### src/rtl/ppi_pkg.sv
// ----------------------------------------------------------------------------
// ppi_pkg
// Shared types, widths and constants of the planar pose integrator.
// ----------------------------------------------------------------------------
package ppi_pkg;

   localparam int MUL_A_W = 48;
   localparam int MUL_B_W = 25;
   localparam int PROD_W = 64;
   localparam int DEN_W = 35;
   localparam int ANG_W = 34;
   localparam int ATAN_LEN = 24;
   localparam int ITER_CNT_W = 5;

   localparam logic signed [ANG_W-1:0] CORDIC_GAIN = 34'sd652032874;
   localparam logic signed [ANG_W-1:0] QUARTER_TURN = 34'sd1073741824;
   localparam logic signed [ANG_W-1:0] HALF_TURN = 34'sd2147483648;
   localparam logic [DEN_W-1:0] STEP_DIV = 35'd16384000000;
   localparam logic [DEN_W-1:0] US_PER_S = 35'd1000000;
   localparam logic [19:0] MAX_DT_RESET = 20'd1000000;

   typedef enum logic [1:0] {
      OP_TICK = 2'd0,
      OP_SET_VEL = 2'd1,
      OP_SET_POSE = 2'd2,
      OP_NONE = 2'd3
   } op_type;

   typedef enum logic [1:0] {
      ST_OK = 2'd0,
      ST_SKIP = 2'd1,
      ST_SAT = 2'd2
   } status_type;

   typedef struct packed {
      logic start;
      logic done;
   } unit_ctl_type;

   function automatic logic [31:0] atan_entry(input logic [ITER_CNT_W-1:0] idx);
      logic [31:0] v;
      case (idx)
         5'd0: v = 32'd536870912;
         5'd1: v = 32'd316933406;
         5'd2: v = 32'd167458907;
         5'd3: v = 32'd85004756;
         5'd4: v = 32'd42667331;
         5'd5: v = 32'd21354465;
         5'd6: v = 32'd10679838;
         5'd7: v = 32'd5340245;
         5'd8: v = 32'd2670163;
         5'd9: v = 32'd1335087;
         5'd10: v = 32'd667544;
         5'd11: v = 32'd333772;
         5'd12: v = 32'd166886;
         5'd13: v = 32'd83443;
         5'd14: v = 32'd41722;
         5'd15: v = 32'd20861;
         5'd16: v = 32'd10430;
         5'd17: v = 32'd5215;
         5'd18: v = 32'd2608;
         5'd19: v = 32'd1304;
         5'd20: v = 32'd652;
         5'd21: v = 32'd326;
         5'd22: v = 32'd163;
         5'd23: v = 32'd81;
         default: v = 32'd0;
      endcase
      return v;
   endfunction

endpackage

### src/rtl/ppi_mul.sv
// ----------------------------------------------------------------------------
// ppi_mul
// Bit-serial signed multiplier, one multiplier bit per cycle.
// ----------------------------------------------------------------------------
module ppi_mul (
   input  logic                                  clock,
   input  logic                                  reset,
   input  logic                                  start,
   input  logic signed [ppi_pkg::MUL_A_W-1:0]    a,
   input  logic signed [ppi_pkg::MUL_B_W-1:0]    b,
   output logic                                  done,
   output logic signed [ppi_pkg::PROD_W-1:0]     p
);
   import ppi_pkg::*;

   localparam int CNT_W = $clog2(MUL_B_W + 1);

   logic              busy_ff, busy_in;
   logic [CNT_W-1:0]  cnt_ff, cnt_in;
   logic [PROD_W-1:0] mcand_ff, mcand_in;
   logic [MUL_B_W-1:0] mplier_ff, mplier_in;
   logic [PROD_W-1:0] acc_ff, acc_in;
   logic              neg_ff, neg_in;
   logic [MUL_A_W-1:0] a_mag;
   logic [MUL_B_W-1:0] b_mag;

   assign a_mag = a[MUL_A_W-1] ? MUL_A_W'(-a) : MUL_A_W'(a);
   assign b_mag = b[MUL_B_W-1] ? MUL_B_W'(-b) : MUL_B_W'(b);
   assign done = busy_ff && (cnt_ff == '0);
   assign p = neg_ff ? signed'(PROD_W'(-acc_ff)) : signed'(acc_ff);

   always_comb begin
      busy_in = busy_ff;
      cnt_in = cnt_ff;
      mcand_in = mcand_ff;
      mplier_in = mplier_ff;
      acc_in = acc_ff;
      neg_in = neg_ff;
      if (start) begin
         busy_in = 1'b1;
         cnt_in = CNT_W'(MUL_B_W);
         mcand_in = PROD_W'(a_mag);
         mplier_in = b_mag;
         acc_in = '0;
         neg_in = a[MUL_A_W-1] ^ b[MUL_B_W-1];
      end else if (busy_ff) begin
         if (cnt_ff == '0) begin
            busy_in = 1'b0;
         end else begin
            if (mplier_ff[0]) begin
               acc_in = acc_ff + mcand_ff;
            end
            mcand_in = {mcand_ff[PROD_W-2:0], 1'b0};
            mplier_in = {1'b0, mplier_ff[MUL_B_W-1:1]};
            cnt_in = cnt_ff - 1'b1;
         end
      end
   end

   always_ff @(posedge clock) begin
      if (reset) begin
         busy_ff <= 1'b0;
         cnt_ff <= '0;
      end else begin
         busy_ff <= busy_in;
         cnt_ff <= cnt_in;
      end
      mcand_ff <= mcand_in;
      mplier_ff <= mplier_in;
      acc_ff <= acc_in;
      neg_ff <= neg_in;
   end

endmodule

### src/rtl/ppi_div.sv
// ----------------------------------------------------------------------------
// ppi_div
// Bit-serial restoring divider that rounds to nearest, ties away from zero.
// ----------------------------------------------------------------------------
module ppi_div (
   input  logic                                 clock,
   input  logic                                 reset,
   input  logic                                 start,
   input  logic signed [ppi_pkg::PROD_W-1:0]    num,
   input  logic [ppi_pkg::DEN_W-1:0]            den,
   output logic                                 done,
   output logic signed [ppi_pkg::PROD_W-1:0]    q
);
   import ppi_pkg::*;

   localparam int DVD_W = PROD_W + 1;
   localparam int CNT_W = $clog2(DVD_W + 1);

   logic              busy_ff, busy_in;
   logic [CNT_W-1:0]  cnt_ff, cnt_in;
   logic [DVD_W-1:0]  dvd_ff, dvd_in;
   logic [DEN_W:0]    rem_ff, rem_in;
   logic [DEN_W-1:0]  den_ff, den_in;
   logic              neg_ff, neg_in;
   logic [PROD_W-1:0] mag;
   logic [DEN_W:0]    rem_sh;
   logic              fits;

   assign mag = num[PROD_W-1] ? PROD_W'(-num) : PROD_W'(num);
   assign rem_sh = {rem_ff[DEN_W-1:0], dvd_ff[DVD_W-1]};
   assign fits = rem_sh >= {1'b0, den_ff};
   assign done = busy_ff && (cnt_ff == '0);
   assign q = neg_ff ? signed'(PROD_W'(-dvd_ff[PROD_W-1:0]))
                     : signed'(dvd_ff[PROD_W-1:0]);

   always_comb begin
      busy_in = busy_ff;
      cnt_in = cnt_ff;
      dvd_in = dvd_ff;
      rem_in = rem_ff;
      den_in = den_ff;
      neg_in = neg_ff;
      if (start) begin
         busy_in = 1'b1;
         cnt_in = CNT_W'(DVD_W);
         dvd_in = DVD_W'(mag) + DVD_W'(den >> 1);
         rem_in = '0;
         den_in = den;
         neg_in = num[PROD_W-1];
      end else if (busy_ff) begin
         if (cnt_ff == '0) begin
            busy_in = 1'b0;
         end else begin
            rem_in = fits ? rem_sh - {1'b0, den_ff} : rem_sh;
            dvd_in = {dvd_ff[DVD_W-2:0], fits};
            cnt_in = cnt_ff - 1'b1;
         end
      end
   end

   always_ff @(posedge clock) begin
      if (reset) begin
         busy_ff <= 1'b0;
         cnt_ff <= '0;
      end else begin
         busy_ff <= busy_in;
         cnt_ff <= cnt_in;
      end
      dvd_ff <= dvd_in;
      rem_ff <= rem_in;
      den_ff <= den_in;
      neg_ff <= neg_in;
   end

endmodule

### src/rtl/ppi_cordic.sv
// ----------------------------------------------------------------------------
// ppi_cordic
// Iterative rotation-mode CORDIC giving sine and cosine in Q1.30.
// ----------------------------------------------------------------------------
module ppi_cordic #(
   parameter int ITER = 16
) (
   input  logic                                 clock,
   input  logic                                 reset,
   input  logic                                 start,
   input  logic [31:0]                          angle,
   output logic                                 done,
   output logic signed [ppi_pkg::ANG_W-1:0]     sin_out,
   output logic signed [ppi_pkg::ANG_W-1:0]     cos_out
);
   import ppi_pkg::*;

   localparam logic [ITER_CNT_W-1:0] LAST = ITER_CNT_W'(ITER);

   logic                        busy_ff, busy_in;
   logic [ITER_CNT_W-1:0]       cnt_ff, cnt_in;
   logic signed [ANG_W-1:0]     x_ff, x_in, y_ff, y_in, z_ff, z_in;
   logic                        flip_ff, flip_in;
   logic signed [ANG_W-1:0]     z0, atan_v;

   assign z0 = ANG_W'(signed'(angle));
   assign atan_v = signed'(ANG_W'(atan_entry(cnt_ff)));
   assign done = busy_ff && (cnt_ff == LAST);
   assign sin_out = flip_ff ? -y_ff : y_ff;
   assign cos_out = flip_ff ? -x_ff : x_ff;

   always_comb begin
      busy_in = busy_ff;
      cnt_in = cnt_ff;
      x_in = x_ff;
      y_in = y_ff;
      z_in = z_ff;
      flip_in = flip_ff;
      if (start) begin
         busy_in = 1'b1;
         cnt_in = '0;
         x_in = CORDIC_GAIN;
         y_in = '0;
         if (z0 > QUARTER_TURN) begin
            z_in = z0 - HALF_TURN;
            flip_in = 1'b1;
         end else if (z0 < -QUARTER_TURN) begin
            z_in = z0 + HALF_TURN;
            flip_in = 1'b1;
         end else begin
            z_in = z0;
            flip_in = 1'b0;
         end
      end else if (busy_ff) begin
         if (cnt_ff == LAST) begin
            busy_in = 1'b0;
         end else begin
            if (!z_ff[ANG_W-1]) begin
               x_in = x_ff - (y_ff >>> cnt_ff);
               y_in = y_ff + (x_ff >>> cnt_ff);
               z_in = z_ff - atan_v;
            end else begin
               x_in = x_ff + (y_ff >>> cnt_ff);
               y_in = y_ff - (x_ff >>> cnt_ff);
               z_in = z_ff + atan_v;
            end
            cnt_in = cnt_ff + 1'b1;
         end
      end
   end

   always_ff @(posedge clock) begin
      if (reset) begin
         busy_ff <= 1'b0;
         cnt_ff <= '0;
      end else begin
         busy_ff <= busy_in;
         cnt_ff <= cnt_in;
      end
      x_ff <= x_in;
      y_ff <= y_in;
      z_ff <= z_in;
      flip_ff <= flip_in;
   end

endmodule

### src/rtl/planar_pose_integrator.sv
// Set-velocity and set-pose transactions give no result.  A skipped tick runs
// only the second CORDIC pass before its result; an integrated tick also runs
// the first CORDIC pass and the bit-serial multiplier and divider.  One item is
// worked on at a time.
// Reset clears the pose and the held command to zero and max_dt_us to 1000000.
// ----------------------------------------------------------------------------
// planar_pose_integrator
// Dead reckoning of a holonomic base with a digit-serial datapath.
// ----------------------------------------------------------------------------
module planar_pose_integrator #(
   parameter int TRIG_ITERATIONS = 16
) (
   input  logic          clock,
   input  logic          reset,
   input  logic          req_tvalid,
   output logic          req_tready,
   // vel_x, vel_y, yaw_rate, dt_us, new_x, new_y, new_heading, zero pad
   input  logic [175:0]  req_tdata,
   // operation
   input  logic [1:0]    req_tuser,
   output logic          rsp_tvalid,
   input  logic          rsp_tready,
   // out_x, out_y, out_heading, quat_z, quat_w, out_vel_x, out_vel_y,
   // out_yaw_rate
   output logic [183:0]  rsp_tdata,
   // status
   output logic [1:0]    rsp_tuser,
   input  logic          csr_valid,
   output logic          csr_ready,
   // max_dt_us, zero pad
   input  logic [23:0]   csr_data
);
   import ppi_pkg::*;

   typedef enum logic [7:0] {
      S_IDLE  = 8'b00000001,
      S_TRIG1 = 8'b00000010,
      S_MUL   = 8'b00000100,
      S_ROUND = 8'b00001000,
      S_DIV   = 8'b00010000,
      S_UPD   = 8'b00100000,
      S_TRIG2 = 8'b01000000,
      S_OUT   = 8'b10000000
   } state_type;

   state_type state_ff, state_in;
   logic [2:0] step_ff, step_in;
   logic go_ff, go_in;
   logic [19:0] max_dt_ff, max_dt_in, dt_ff, dt_in;
   logic signed [31:0] x_ff, x_in, y_ff, y_in;
   logic signed [15:0] head_ff, head_in, qz_ff, qz_in, qw_ff, qw_in;
   logic signed [23:0] vx_ff, vx_in, vy_ff, vy_in, yaw_ff, yaw_in;
   status_type status_ff, status_in;
   logic signed [ANG_W-1:0] sin_ff, sin_in, cos_ff, cos_in;
   logic signed [PROD_W-1:0] accx_ff, accx_in, accy_ff, accy_in, acch_ff, acch_in;
   logic rsp_valid_ff, rsp_valid_in;
   logic [183:0] rsp_data_ff, rsp_data_in;
   logic [1:0] rsp_user_ff, rsp_user_in;

   unit_ctl_type mul_ctl, div_ctl, cor_ctl;
   logic signed [MUL_A_W-1:0] mul_a;
   logic signed [MUL_B_W-1:0] mul_b;
   logic signed [PROD_W-1:0] mul_p, div_num, div_q;
   logic [DEN_W-1:0] div_den;
   logic [31:0] cor_angle;
   logic signed [ANG_W-1:0] cor_sin, cor_cos;
   logic req_fire;
   op_type req_op;
   logic [19:0] req_dt;
   logic signed [33:0] sum_x, sum_y;
   logic sat_x, sat_y;

   function automatic logic signed [PROD_W-1:0] round16(
      input logic signed [PROD_W-1:0] v);
      logic [PROD_W-1:0] m;
      logic [PROD_W-1:0] r;
      m = v[PROD_W-1] ? PROD_W'(-v) : PROD_W'(v);
      r = (m + PROD_W'(32768)) >> 16;
      return v[PROD_W-1] ? signed'(PROD_W'(-r)) : signed'(r);
   endfunction

   function automatic logic signed [15:0] to_q15(input logic signed [ANG_W-1:0] v);
      logic [ANG_W-1:0] m;
      logic [ANG_W-1:0] r;
      logic signed [ANG_W-1:0] s;
      m = v[ANG_W-1] ? ANG_W'(-v) : ANG_W'(v);
      r = (m + ANG_W'(16384)) >> 15;
      s = v[ANG_W-1] ? signed'(ANG_W'(-r)) : signed'(r);
      if (s > 34'sd32767) begin
         return 16'sh7fff;
      end else if (s < -34'sd32768) begin
         return 16'sh8000;
      end
      return s[15:0];
   endfunction

   assign req_tready = (state_ff == S_IDLE);
   assign csr_ready = (state_ff == S_IDLE);
   assign req_fire = req_tvalid && req_tready;
   assign req_op = op_type'(req_tuser);
   assign req_dt = req_tdata[91:72];
   assign rsp_tvalid = rsp_valid_ff;
   assign rsp_tdata = rsp_data_ff;
   assign rsp_tuser = rsp_user_ff;

   assign mul_ctl.start = go_ff && (state_ff == S_MUL);
   assign div_ctl.start = go_ff && (state_ff == S_DIV);
   assign cor_ctl.start = go_ff && (state_ff == S_TRIG1 || state_ff == S_TRIG2);
   assign cor_angle = (state_ff == S_TRIG1) ? {head_ff, 16'd0} : {1'b0, head_ff, 15'd0};

   always_comb begin
      case (step_ff)
         3'd0: begin mul_a = MUL_A_W'(cos_ff); mul_b = MUL_B_W'(vx_ff); end
         3'd1: begin mul_a = MUL_A_W'(sin_ff); mul_b = MUL_B_W'(vy_ff); end
         3'd2: begin mul_a = MUL_A_W'(sin_ff); mul_b = MUL_B_W'(vx_ff); end
         3'd3: begin mul_a = MUL_A_W'(cos_ff); mul_b = MUL_B_W'(vy_ff); end
         3'd4: begin mul_a = accx_ff[MUL_A_W-1:0]; mul_b = signed'({5'd0, dt_ff}); end
         3'd5: begin mul_a = accy_ff[MUL_A_W-1:0]; mul_b = signed'({5'd0, dt_ff}); end
         default: begin mul_a = MUL_A_W'(yaw_ff); mul_b = signed'({5'd0, dt_ff}); end
      endcase
      case (step_ff)
         3'd0: begin div_num = accx_ff; div_den = STEP_DIV; end
         3'd1: begin div_num = accy_ff; div_den = STEP_DIV; end
         default: begin div_num = acch_ff; div_den = US_PER_S; end
      endcase
   end

   assign sum_x = 34'(x_ff) + accx_ff[33:0];
   assign sum_y = 34'(y_ff) + accy_ff[33:0];
   assign sat_x = (sum_x > 34'sd2147483647) || (sum_x < -34'sd2147483648);
   assign sat_y = (sum_y > 34'sd2147483647) || (sum_y < -34'sd2147483648);

   always_comb begin
      state_in = state_ff;
      step_in = step_ff;
      go_in = 1'b0;
      max_dt_in = max_dt_ff;
      dt_in = dt_ff;
      x_in = x_ff;
      y_in = y_ff;
      head_in = head_ff;
      vx_in = vx_ff;
      vy_in = vy_ff;
      yaw_in = yaw_ff;
      status_in = status_ff;
      sin_in = sin_ff;
      cos_in = cos_ff;
      accx_in = accx_ff;
      accy_in = accy_ff;
      acch_in = acch_ff;
      qz_in = qz_ff;
      qw_in = qw_ff;
      rsp_valid_in = rsp_valid_ff && !rsp_tready;
      rsp_data_in = rsp_data_ff;
      rsp_user_in = rsp_user_ff;
      if (csr_valid && csr_ready) begin
         max_dt_in = csr_data[19:0];
      end
      case (state_ff)
         S_IDLE: begin
            if (req_fire) begin
               case (req_op)
                  OP_SET_VEL: begin
                     vx_in = req_tdata[23:0];
                     vy_in = req_tdata[47:24];
                     yaw_in = req_tdata[71:48];
                  end
                  OP_SET_POSE: begin
                     x_in = req_tdata[123:92];
                     y_in = req_tdata[155:124];
                     head_in = req_tdata[171:156];
                  end
                  OP_TICK: begin
                     dt_in = req_dt;
                     go_in = 1'b1;
                     if (req_dt == '0 || req_dt > max_dt_ff) begin
                        status_in = ST_SKIP;
                        state_in = S_TRIG2;
                     end else begin
                        state_in = S_TRIG1;
                     end
                  end
                  default: begin
                  end
               endcase
            end
         end
         S_TRIG1: begin
            if (cor_ctl.done) begin
               sin_in = cor_sin;
               cos_in = cor_cos;
               step_in = 3'd0;
               go_in = 1'b1;
               state_in = S_MUL;
            end
         end
         S_MUL: begin
            if (mul_ctl.done) begin
               go_in = 1'b1;
               step_in = step_ff + 1'b1;
               case (step_ff)
                  3'd0: accx_in = mul_p;
                  3'd1: accx_in = accx_ff - mul_p;
                  3'd2: accy_in = mul_p;
                  3'd3: begin
                     accy_in = accy_ff + mul_p;
                     go_in = 1'b0;
                     state_in = S_ROUND;
                  end
                  3'd4: accx_in = mul_p;
                  3'd5: accy_in = mul_p;
                  default: begin
                     acch_in = mul_p;
                     step_in = 3'd0;
                     state_in = S_DIV;
                  end
               endcase
            end
         end
         S_ROUND: begin
            accx_in = round16(accx_ff);
            accy_in = round16(accy_ff);
            go_in = 1'b1;
            state_in = S_MUL;
         end
         S_DIV: begin
            if (div_ctl.done) begin
               step_in = step_ff + 1'b1;
               case (step_ff)
                  3'd0: begin accx_in = div_q; go_in = 1'b1; end
                  3'd1: begin accy_in = div_q; go_in = 1'b1; end
                  default: begin
                     acch_in = div_q;
                     state_in = S_UPD;
                  end
               endcase
            end
         end
         S_UPD: begin
            x_in = sat_x ? (sum_x[33] ? 32'sh80000000 : 32'sh7fffffff) : sum_x[31:0];
            y_in = sat_y ? (sum_y[33] ? 32'sh80000000 : 32'sh7fffffff) : sum_y[31:0];
            head_in = head_ff + acch_ff[15:0];
            status_in = (sat_x || sat_y) ? ST_SAT : ST_OK;
            go_in = 1'b1;
            state_in = S_TRIG2;
         end
         S_TRIG2: begin
            if (cor_ctl.done) begin
               qz_in = to_q15(cor_sin);
               qw_in = to_q15(cor_cos);
               state_in = S_OUT;
            end
         end
         S_OUT: begin
            if (!rsp_valid_ff || rsp_tready) begin
               rsp_valid_in = 1'b1;
               rsp_data_in = {yaw_ff, vy_ff, vx_ff, qw_ff, qz_ff, head_ff, y_ff, x_ff};
               rsp_user_in = status_ff;
               state_in = S_IDLE;
            end
         end
         default: state_in = S_IDLE;
      endcase
   end

   always_ff @(posedge clock) begin
      if (reset) begin
         state_ff <= S_IDLE;
         step_ff <= '0;
         go_ff <= 1'b0;
         max_dt_ff <= MAX_DT_RESET;
         x_ff <= '0;
         y_ff <= '0;
         head_ff <= '0;
         vx_ff <= '0;
         vy_ff <= '0;
         yaw_ff <= '0;
         rsp_valid_ff <= 1'b0;
      end else begin
         state_ff <= state_in;
         step_ff <= step_in;
         go_ff <= go_in;
         max_dt_ff <= max_dt_in;
         x_ff <= x_in;
         y_ff <= y_in;
         head_ff <= head_in;
         vx_ff <= vx_in;
         vy_ff <= vy_in;
         yaw_ff <= yaw_in;
         rsp_valid_ff <= rsp_valid_in;
      end
      dt_ff <= dt_in;
      status_ff <= status_in;
      sin_ff <= sin_in;
      cos_ff <= cos_in;
      accx_ff <= accx_in;
      accy_ff <= accy_in;
      acch_ff <= acch_in;
      qz_ff <= qz_in;
      qw_ff <= qw_in;
      rsp_data_ff <= rsp_data_in;
      rsp_user_ff <= rsp_user_in;
   end

   ppi_mul u_mul (
      .clock (clock),
      .reset (reset),
      .start (mul_ctl.start),
      .a     (mul_a),
      .b     (mul_b),
      .done  (mul_ctl.done),
      .p     (mul_p)
   );

   ppi_div u_div (
      .clock (clock),
      .reset (reset),
      .start (div_ctl.start),
      .num   (div_num),
      .den   (div_den),
      .done  (div_ctl.done),
      .q     (div_q)
   );

   ppi_cordic #(
      .ITER (TRIG_ITERATIONS)
   ) u_cordic (
      .clock   (clock),
      .reset   (reset),
      .start   (cor_ctl.start),
      .angle   (cor_angle),
      .done    (cor_ctl.done),
      .sin_out (cor_sin),
      .cos_out (cor_cos)
   );

   a_one_unit: assert property (@(posedge clock) disable iff (reset)
      $onehot0({mul_ctl.start, div_ctl.start, cor_ctl.start}))
      else $error("more than one arithmetic unit started together");

   a_mul_owner: assert property (@(posedge clock) disable iff (reset)
      mul_ctl.done |-> state_ff == S_MUL)
      else $error("multiplier finished outside the multiply phase");

   a_div_owner: assert property (@(posedge clock) disable iff (reset)
      div_ctl.done |-> state_ff == S_DIV)
      else $error("divider finished outside the divide phase");

   a_skip: assert property (@(posedge clock) disable iff (reset)
      (req_fire && req_op == OP_TICK && req_dt == '0)
      |=> (state_ff == S_TRIG2 && status_ff == ST_SKIP))
      else $error("zero-length tick was not skipped");

endmodule
### config.mk
export PLATFORM = sky130hd
export DESIGN_NAME = planar_pose_integrator
export DESIGN_NICKNAME = d
export VERILOG_FILES = /design/src/rtl/ppi_pkg.sv /design/src/rtl/ppi_mul.sv /design/src/rtl/ppi_div.sv /design/src/rtl/ppi_cordic.sv /design/src/rtl/planar_pose_integrator.sv
export SDC_FILE = /design/constraint.sdc
export NUM_CORES = 2
export LEC_CHECK = 0
export BUFFER_PORTS_ARGS = -buffer_cell sky130_fd_sc_hd__clkbuf_2
export CELL_PAD_IN_SITES_DETAIL_PLACEMENT = 1
export CELL_PAD_IN_SITES_GLOBAL_PLACEMENT = 2
export CORE_ASPECT_RATIO = 0.9
export CORE_UTILIZATION = 39
export DETAILED_ROUTE_END_ITERATION = 8
export PLACE_DENSITY_LB_ADDON = 0.1
export REMOVE_ABC_BUFFERS = 1
export SLEW_MARGIN = 10
export SYNTH_ARGS = -nofsm -noshare
export SYNTH_HDL_FRONTEND = slang
export SYNTH_HIERARCHICAL = 1
export SYNTH_SLANG_ARGS = --single-unit
### constraint.sdc
create_clock -name clock -period 15.3 [get_ports clock]
set_input_delay 3.06 -clock clock [delete_from_list [all_inputs] [get_ports clock]]
set_output_delay 3.06 -clock clock [all_outputs]
set_load 0.02 [all_outputs]
# Word-level counts from Yosys, hierarchy flattened
# Memory sizes are Yosys's and may differ from the RTL's. A register that Yosys moved wholly into a read port is not among the register bits.
# Cells that the tools add are included.
[word_totals]
ff_bits = 1098
word_cells = 326
rom_bits = 960
mem_count = 1
[memory_table]
columns = ["memory", "depth", "word_bits", "rd", "rd_ports_with_merged_regs", "write_ports", "line", "rtl"]
rows = [
  ["(no name shown)", 32, 30, 1, 1, 0, "ppi_pkg.sv:42", "case (idx)"],
]
[op_classes]
addsub = 39
reduce_logical = 61
bitwise_logic = 4
shift = 2
n_lt_le_gt_ge = 12
mux = 129
eq_ne = 35
[op_table]
columns = ["cell", "count"]
rows = [
  ["64-bit two-way mux", 17],
  ["64-bit one-hot mux with 2 select lines", 4],
  ["34-bit two-way mux", 15],
  ["64-bit one-hot mux with 3 select lines", 2],
  ["64-bit negation", 5],
  ["32-bit two-way mux", 9],
  ["65-bit two-way mux", 3],
  ["48-bit two-way mux", 4],
  ["48-bit one-hot mux with 4 select lines", 1],
  ["34-bit adder", 4],
  ["34-bit negation", 4],
  ["64-bit by 16-bit adder with 64-bit output (second input constant)", 2],
  ["64-bit adder", 2],
  ["16-bit two-way mux", 8],
  ["48-bit negation with 64-bit output", 2],
  ["32-bit one-hot mux with 2 select lines", 2],
  ["25-bit two-way mux", 4],
  ["34-bit by 15-bit adder with 34-bit output (second input constant)", 2],
  ["34-bit by 16-bit > comparator with 1-bit output (second input constant)", 2],
  ["34-bit by 32-bit > comparator with 1-bit output (second input constant)", 2],
  ["34-bit by 16-bit less-than comparator with 1-bit output (second input constant)", 2],
  ["34-bit by 32-bit less-than comparator with 1-bit output (second input constant)", 2],
  ["19-bit negation with 34-bit output", 2],
  ["34-bit by 5-bit >>> shifter with 34-bit output", 2],
  ["other kinds (70)", 180],
]

# Longest topological paths before layout
[logic_depth]
ltp_word = 13
mapped_depth = 35
depth_no_buf = 27

# Hierarchy
# Netlist, hierarchy kept.
[modules_own_cells]
columns = ["mod", "cells_per_inst", "area_per_inst_um2", "seq_area_each_um2", "instances"]
rows = [
  ["planar_pose_integrator", 6074, 51899.8, 18718.0, 1],
  ["ppi_cordic", 2346, 18650.4, 3133.0, 1],
  ["ppi_div", 1521, 13012.5, 3893.7, 1],
  ["ppi_mul", 1539, 12460.7, 3943.8, 1],
]

# Worst setup path after synthesis
# No wires, ideal clock.
[synth_timing]
path_type = "input port to flip-flop"
start = "in rsp_tready"
end = "reg rsp_data_ff[0], in the netlist rsp_tdata[0], enable pin"
t_required_ns = 14.545
cell_stages = 2
n_path_buf = 0
t_arrival_ns = 11.362
setup_slack_ns = 3.183
cell_sequence = "nand2b_1 nor2b_1"
[synth_via]
elab_chain_cells = 2
[synth_lines]
columns = ["element", "line", "rtl"]
rows = [
  ["from (decl)", "planar_pose_integrator.sv:22", "input logic rsp_tready,"],
  ["1-bit logical OR", "planar_pose_integrator.sv:255", "if (!rsp_valid_ff || rsp_tready) begin"],
  ["2-bit AND reduction (no source line)", "--", ""],
  ["to (signal assigned)", "planar_pose_integrator.sv:301", "rsp_data_ff <= rsp_data_in;"],
  ["to (decl)", "planar_pose_integrator.sv:57", "logic [183:0] rsp_data_ff, rsp_data_in;"],
]
# No other way between the ends.
# A chain may end at the register's enable or synchronous reset.

# Final worst setup path
[layout_timing]
start = "reg u_cordic.x_ff[2]"
end = "reg qw_ff[11], data pin"
[layout_via]
elab_chain_cells = 13
elab_cells_between_ends = 15
classes_between = "add/sub (4); order compare (2); mux (9)"
[layout_lines]
columns = ["element", "line", "rtl"]
rows = [
  ["from (decl)", "ppi_cordic.sv:22", "logic signed [ANG_W-1:0] x_ff, x_in, y_ff, y_in, z_ff, z_in;"],
  ["from (signal assigned)", "ppi_cordic.sv:80", "x_ff <= x_in;"],
  ["34-bit negation (*)", "ppi_cordic.sv:30", "assign cos_out = flip_ff ? -x_ff : x_ff;"],
  ["34-bit two-way mux (*)", "ppi_cordic.sv:30", ""],
  ["via cor_cos[33]", "planar_pose_integrator.sv:66", "logic signed [ANG_W-1:0] cor_sin, cor_cos;"],
  ["34-bit negation", "planar_pose_integrator.sv:86", "m = v[ANG_W-1] ? ANG_W'(-v) : ANG_W'(v);"],
  ["34-bit two-way mux", "planar_pose_integrator.sv:86", ""],
  ["34-bit by 15-bit adder with 34-bit output", "planar_pose_integrator.sv:87", "r = (m + ANG_W'(16384)) >> 15;"],
  ["19-bit negation with 34-bit output", "planar_pose_integrator.sv:88", "s = v[ANG_W-1] ? signed'(ANG_W'(-r)) : signed'(r);"],
  ["34-bit two-way mux (*)", "planar_pose_integrator.sv:88", ""],
  ["34-bit by 16-bit less-than comparator with 1-bit output", "planar_pose_integrator.sv:91", "end else if (s < -34'sd32768) begin"],
  ["1-bit two-way mux", "planar_pose_integrator.sv:91", ""],
  ["1-bit two-way mux", "planar_pose_integrator.sv:89", "if (s > 34'sd32767) begin"],
  ["1-bit two-way mux", "planar_pose_integrator.sv:248", "if (cor_ctl.done) begin"],
  ["1-bit two-way mux", "planar_pose_integrator.sv:159", "case (state_ff)"],
  ["16-bit two-way mux (*)", "planar_pose_integrator.sv:94", "return s[15:0];"],
  ["to (signal assigned)", "planar_pose_integrator.sv:300", "qw_ff <= qw_in;"],
  ["to (decl)", "planar_pose_integrator.sv:51", "logic signed [15:0] head_ff, head_in, qz_ff, qz_in, qw_ff, qw_in;"],
]
# The timed path passes the listed nets; every way through them passes the cells marked *. The select of a mux whose other input is x is not followed.

==> flow_summary.ini <==
[job]
max_cap_viol_count = 0

[grt]
grt_pass1_wl_um = 613400
overflow = 0
grt_start_max_net_pins = 110
grt_pass1_vias = 92011
groute.usage.overall_pct = 32.37
antenna_found_initial = 31

[sta]
finClkSkew_ps = 89.17
fin_ws_ps = 6065
tightest_slew_ps = 1416
fmax_ghz = 0.1083
slew_violations = 0
finalSetupViolations = 0
finalSetupTns_ps = 0
fin_crit_sh_pct = 60.36
hold_viol = 0
min_period_ps = 9235
relSlewSlack_pct = 4.579
rsz0062_at_grt = false

[setup_path]
cp_data_arrival_time_ps = 9800
rr_worst_depth = 26
reg2reg_from = u_cordic/x_ff[2]
critical_path_required_ps = 15860
startpoint = u_cordic/x_ff[2]
start_kind = flip-flop
crit_path_end_kind = flip-flop
critPathMaxFanout = 56
crit_type = reg2reg

[min_path]
hp-start = qw_ff[4]
hold_path_depth = 0
min_path_type = reg2reg

[pwr]
finalPower_mw = 12.31
switching_share_pct = 39.51
power_density_nw_per_um2 = 115.5
ir_worst_vdd_mv = 0.1304
pwr-share-clk_pct = 28.4
combPwrFrac_pct = 41.0
total_leakage_power_nw = 40.65
p_seq_share_pct = 30.6
internal_power_mw = 7.446
p_switching_mw = 4.864

[logic_synthesis]
synthCells = 11480
yosysTopAreaCellShare_pct = 22.20
ys_warn_count = 6
synth_ff_type = edfxtp_1
synth_area_leaders = edfxtp_1, dfxtp_1, xnor2_1
ys_seq_area_share_pct = 30.92
syn_area_um2 = 96020
synthArstFlopShare_pct = 0
synth_edf_count = 710
ys_ff_latch = 1128
syn_avg_cell_area_um2 = 8.364
ys_types = 123
synth_top_cell_by_area = edfxtp_1

[drt]
via_count = 94061
ant_nets = 0
routed_wl_um = 416500
dr.pass1.iters = 8
drc = 0
wire_per_inst_um = 27.78
viasPerCell = 6.273
drtIter0Drc = 9281

[clock_tree]
clk_latency_ps = 870
post-cts-setup-buffers = 0
cts.repair.resized = 0
htree_levels = 4
clock_sinks = 1128
path_clk_slew_ps = 60
clock_path_buffers = 4
hold_buffers = 0
root_buffer = clkbuf_16
tritoncts = yes
cts_buffers = 147

[floorplanning]
core_area_um2 = 244500
start_util_pct = 39.28
dieArea_um2 = 248200
die_y_um = 472.7
die_x_um = 525.0
ioPinCount = 396
num_rows = 172

[placed_design]
dp_hpwl_um = 324500
pre_cts_ws_ps = 6077
finalWeightedCongestion = 0.9582
postPlaceCellArea_um2 = 101800
io_buffers = 387

[final_layout]
drive_gt1_share_pct = 10.93
syn_to_final_growth_pct = 10.94
final_area_um2 = 106500
nets = 12369
postLayoutCoreUtil_pct = 43.58

[status]
outcome = finished clean
-- worst paths after layout --
path / end / slack (ps)
max: qw_ff[11] / 6070
min: rsp_tdata[100] / 420
max reg2reg: qw_ff[11] / 6070
min reg2reg: rsp_tdata[100] / 420
-- stage by stage --
| stage | hold slack [ps] | cells |
|---|---|---|
| floorplan | 400.3 | 10844 |
| global placement | 406.0 | 14727 |
| detailed placement | 406.4 | 14727 |
| CTS | 420.8 | 14985 |
| global route | 428.9 | 14988 |
| finish | 418.6 | 14995 |
-- worst max-delay path, cell delays in order, from the launching register on --
cell and delay, ps:
dfxtp_1 430, nor4_1 410, nand2b_1 140, or4_1 580, or4_1 520, nand2b_1 270
or4_1 520, nor2_1 120, nand2_1 90, o21ai_0 310, xnor2_2 140, buf_4 510
clkinv_1 840, nor4_1 570, mux2i_1 200, nand2_1 200, xnor2_1 80, o21a_1 210
nor4_1 690, nand2_1 230, nand4bb_1 350, mux2_2 350, xnor2_1 330, nor4_2 100
buf_4 180, nor2_1 360, o21ai_0 190
-- cells in the mapped netlist, drive strengths merged (63+ instances only) --
master / count
a22oi: 119
xor2: 436
and2: 74
edfxtp: 710
o21a: 93
o31ai: 178
a21oi: 984
dfxtp: 418
a21o: 252
nor4: 143
nor2: 754
o21ai: 729
xnor2: 723
or4: 97
or3: 129
a221oi: 63
nor2b: 110
and3: 107
or2: 74
clkbuf: 568
nand2: 1459
o211ai: 105
o221ai: 75
ha: 494
nand4: 137
mux2: 120
a211oi: 103
o41ai: 77
inv: 339
a31oi: 142
mux4: 75
buf: 139
nand3: 242
nand2b: 126
mux2i: 154
nor3: 220
-- power groups by stage --
stage	Sequential, mW	Clock, mW	Combinational, mW
finish	3.77	3.49	5.05
global route	3.78	3.66	5.51
CTS	3.76	3.57	4.99
detailed placement	3.83	0	4.95
global placement	3.82	0	4.83
floorplan	3.74	0	3.44
-- registers in the layout, summed over array words and instances, names as in the netlist, 24 cells and up --
register,cells
rsp_tdata,184
u_div/dvd_ff,65
acch_ff,64
accx_ff,64
accy_ff,64
u_mul/acc_ff,64
u_mul/mcand_ff,64
u_div/den_ff,35
u_div/rem_ff,35
cos_ff,34
sin_ff,34
u_cordic/x_ff,34
u_cordic/y_ff,34
u_cordic/z_ff,34
x_ff,32
y_ff,32
u_cordic/atan_v,30
u_mul/mplier_ff,25
vx_ff,24
vy_ff,24
yaw_ff,24
-- per-layer routing --
| layer | GRT usage (%) | share of wire, % | vias up |
|---|---|---|---|
| met3 | 7.227 | 9.2 | 544 |
| met2 | 47.53 | 41 | 3446 |
| met4 | 7.687 | 2.4 | 14 |
| met5 | 0 | 0.023 | - |
| li1 | - | - | 42884 |
| met1 | 47.54 | 47 | 47173 |
-- cells in the final DEF (no fill, tap or decap), types with 74 or more instances in the layout --
| master | count |
|---|---|
| a211oi_1 | 99 |
| mux2_2 | 111 |
| dfxtp_1 | 412 |
| a21oi_1 | 980 |
| o31ai_1 | 176 |
| and3_1 | 105 |
| buf_4 | 276 |
| a22oi_1 | 118 |
| o21ai_0 | 710 |
| xor2_1 | 436 |
| a21o_1 | 252 |
| o221ai_1 | 74 |
| inv_1 | 332 |
| or3_1 | 125 |
| xnor2_1 | 720 |
| nand2_1 | 1454 |
| nor3_1 | 214 |
| mux2i_1 | 153 |
| edfxtp_1 | 710 |
| a31oi_1 | 140 |
| o211ai_1 | 104 |
| or4_1 | 90 |
| o21a_1 | 93 |
| nand4_1 | 135 |
| nor2b_1 | 107 |
| ha_1 | 491 |
| clkbuf_2 | 386 |
| nand2b_1 | 126 |
| nand3_1 | 240 |
| clkbuf_16 | 152 |
| nor4_1 | 130 |
| nor2_1 | 743 |
-- cell families (layout without fill, tap and decap cells) --
kind of cell / Yosys count / after routing / synth area share (%)
AND/OR/NAND/NOR: 3846 / 3846 / 19.48
AO/OA/AOI/OAI: 3439 / 3439 / 23.27
XOR/XNOR: 1159 / 1159 / 10.57
flip-flops: 1128 / 1128 / 30.92
buffers and inverters: 1052 / 1267 / 4.297
adder cells (fa/ha/maj): 506 / 506 / 6.677
multiplexers: 349 / 349 / 4.783
other: 1 / 82 / 0.003905
-- layout make-up --
| class | count | area (um^2) |
|---|---|---|
| diodes | 10 | 25.02 |
| clock buffers | 185 | 3998 |
| clock inverters | 73 | 696.9 |
| fillers | 28843 | 137900 |
| inverters | 345 | 1296 |
| multi-input cells | 9371 | 62750 |
| flip-flops and latches | 1128 | 29700 |
| well taps | 3219 | 4028 |
| repair buffers | 664 | 4035 |
(Power assumes the default switching activity.)
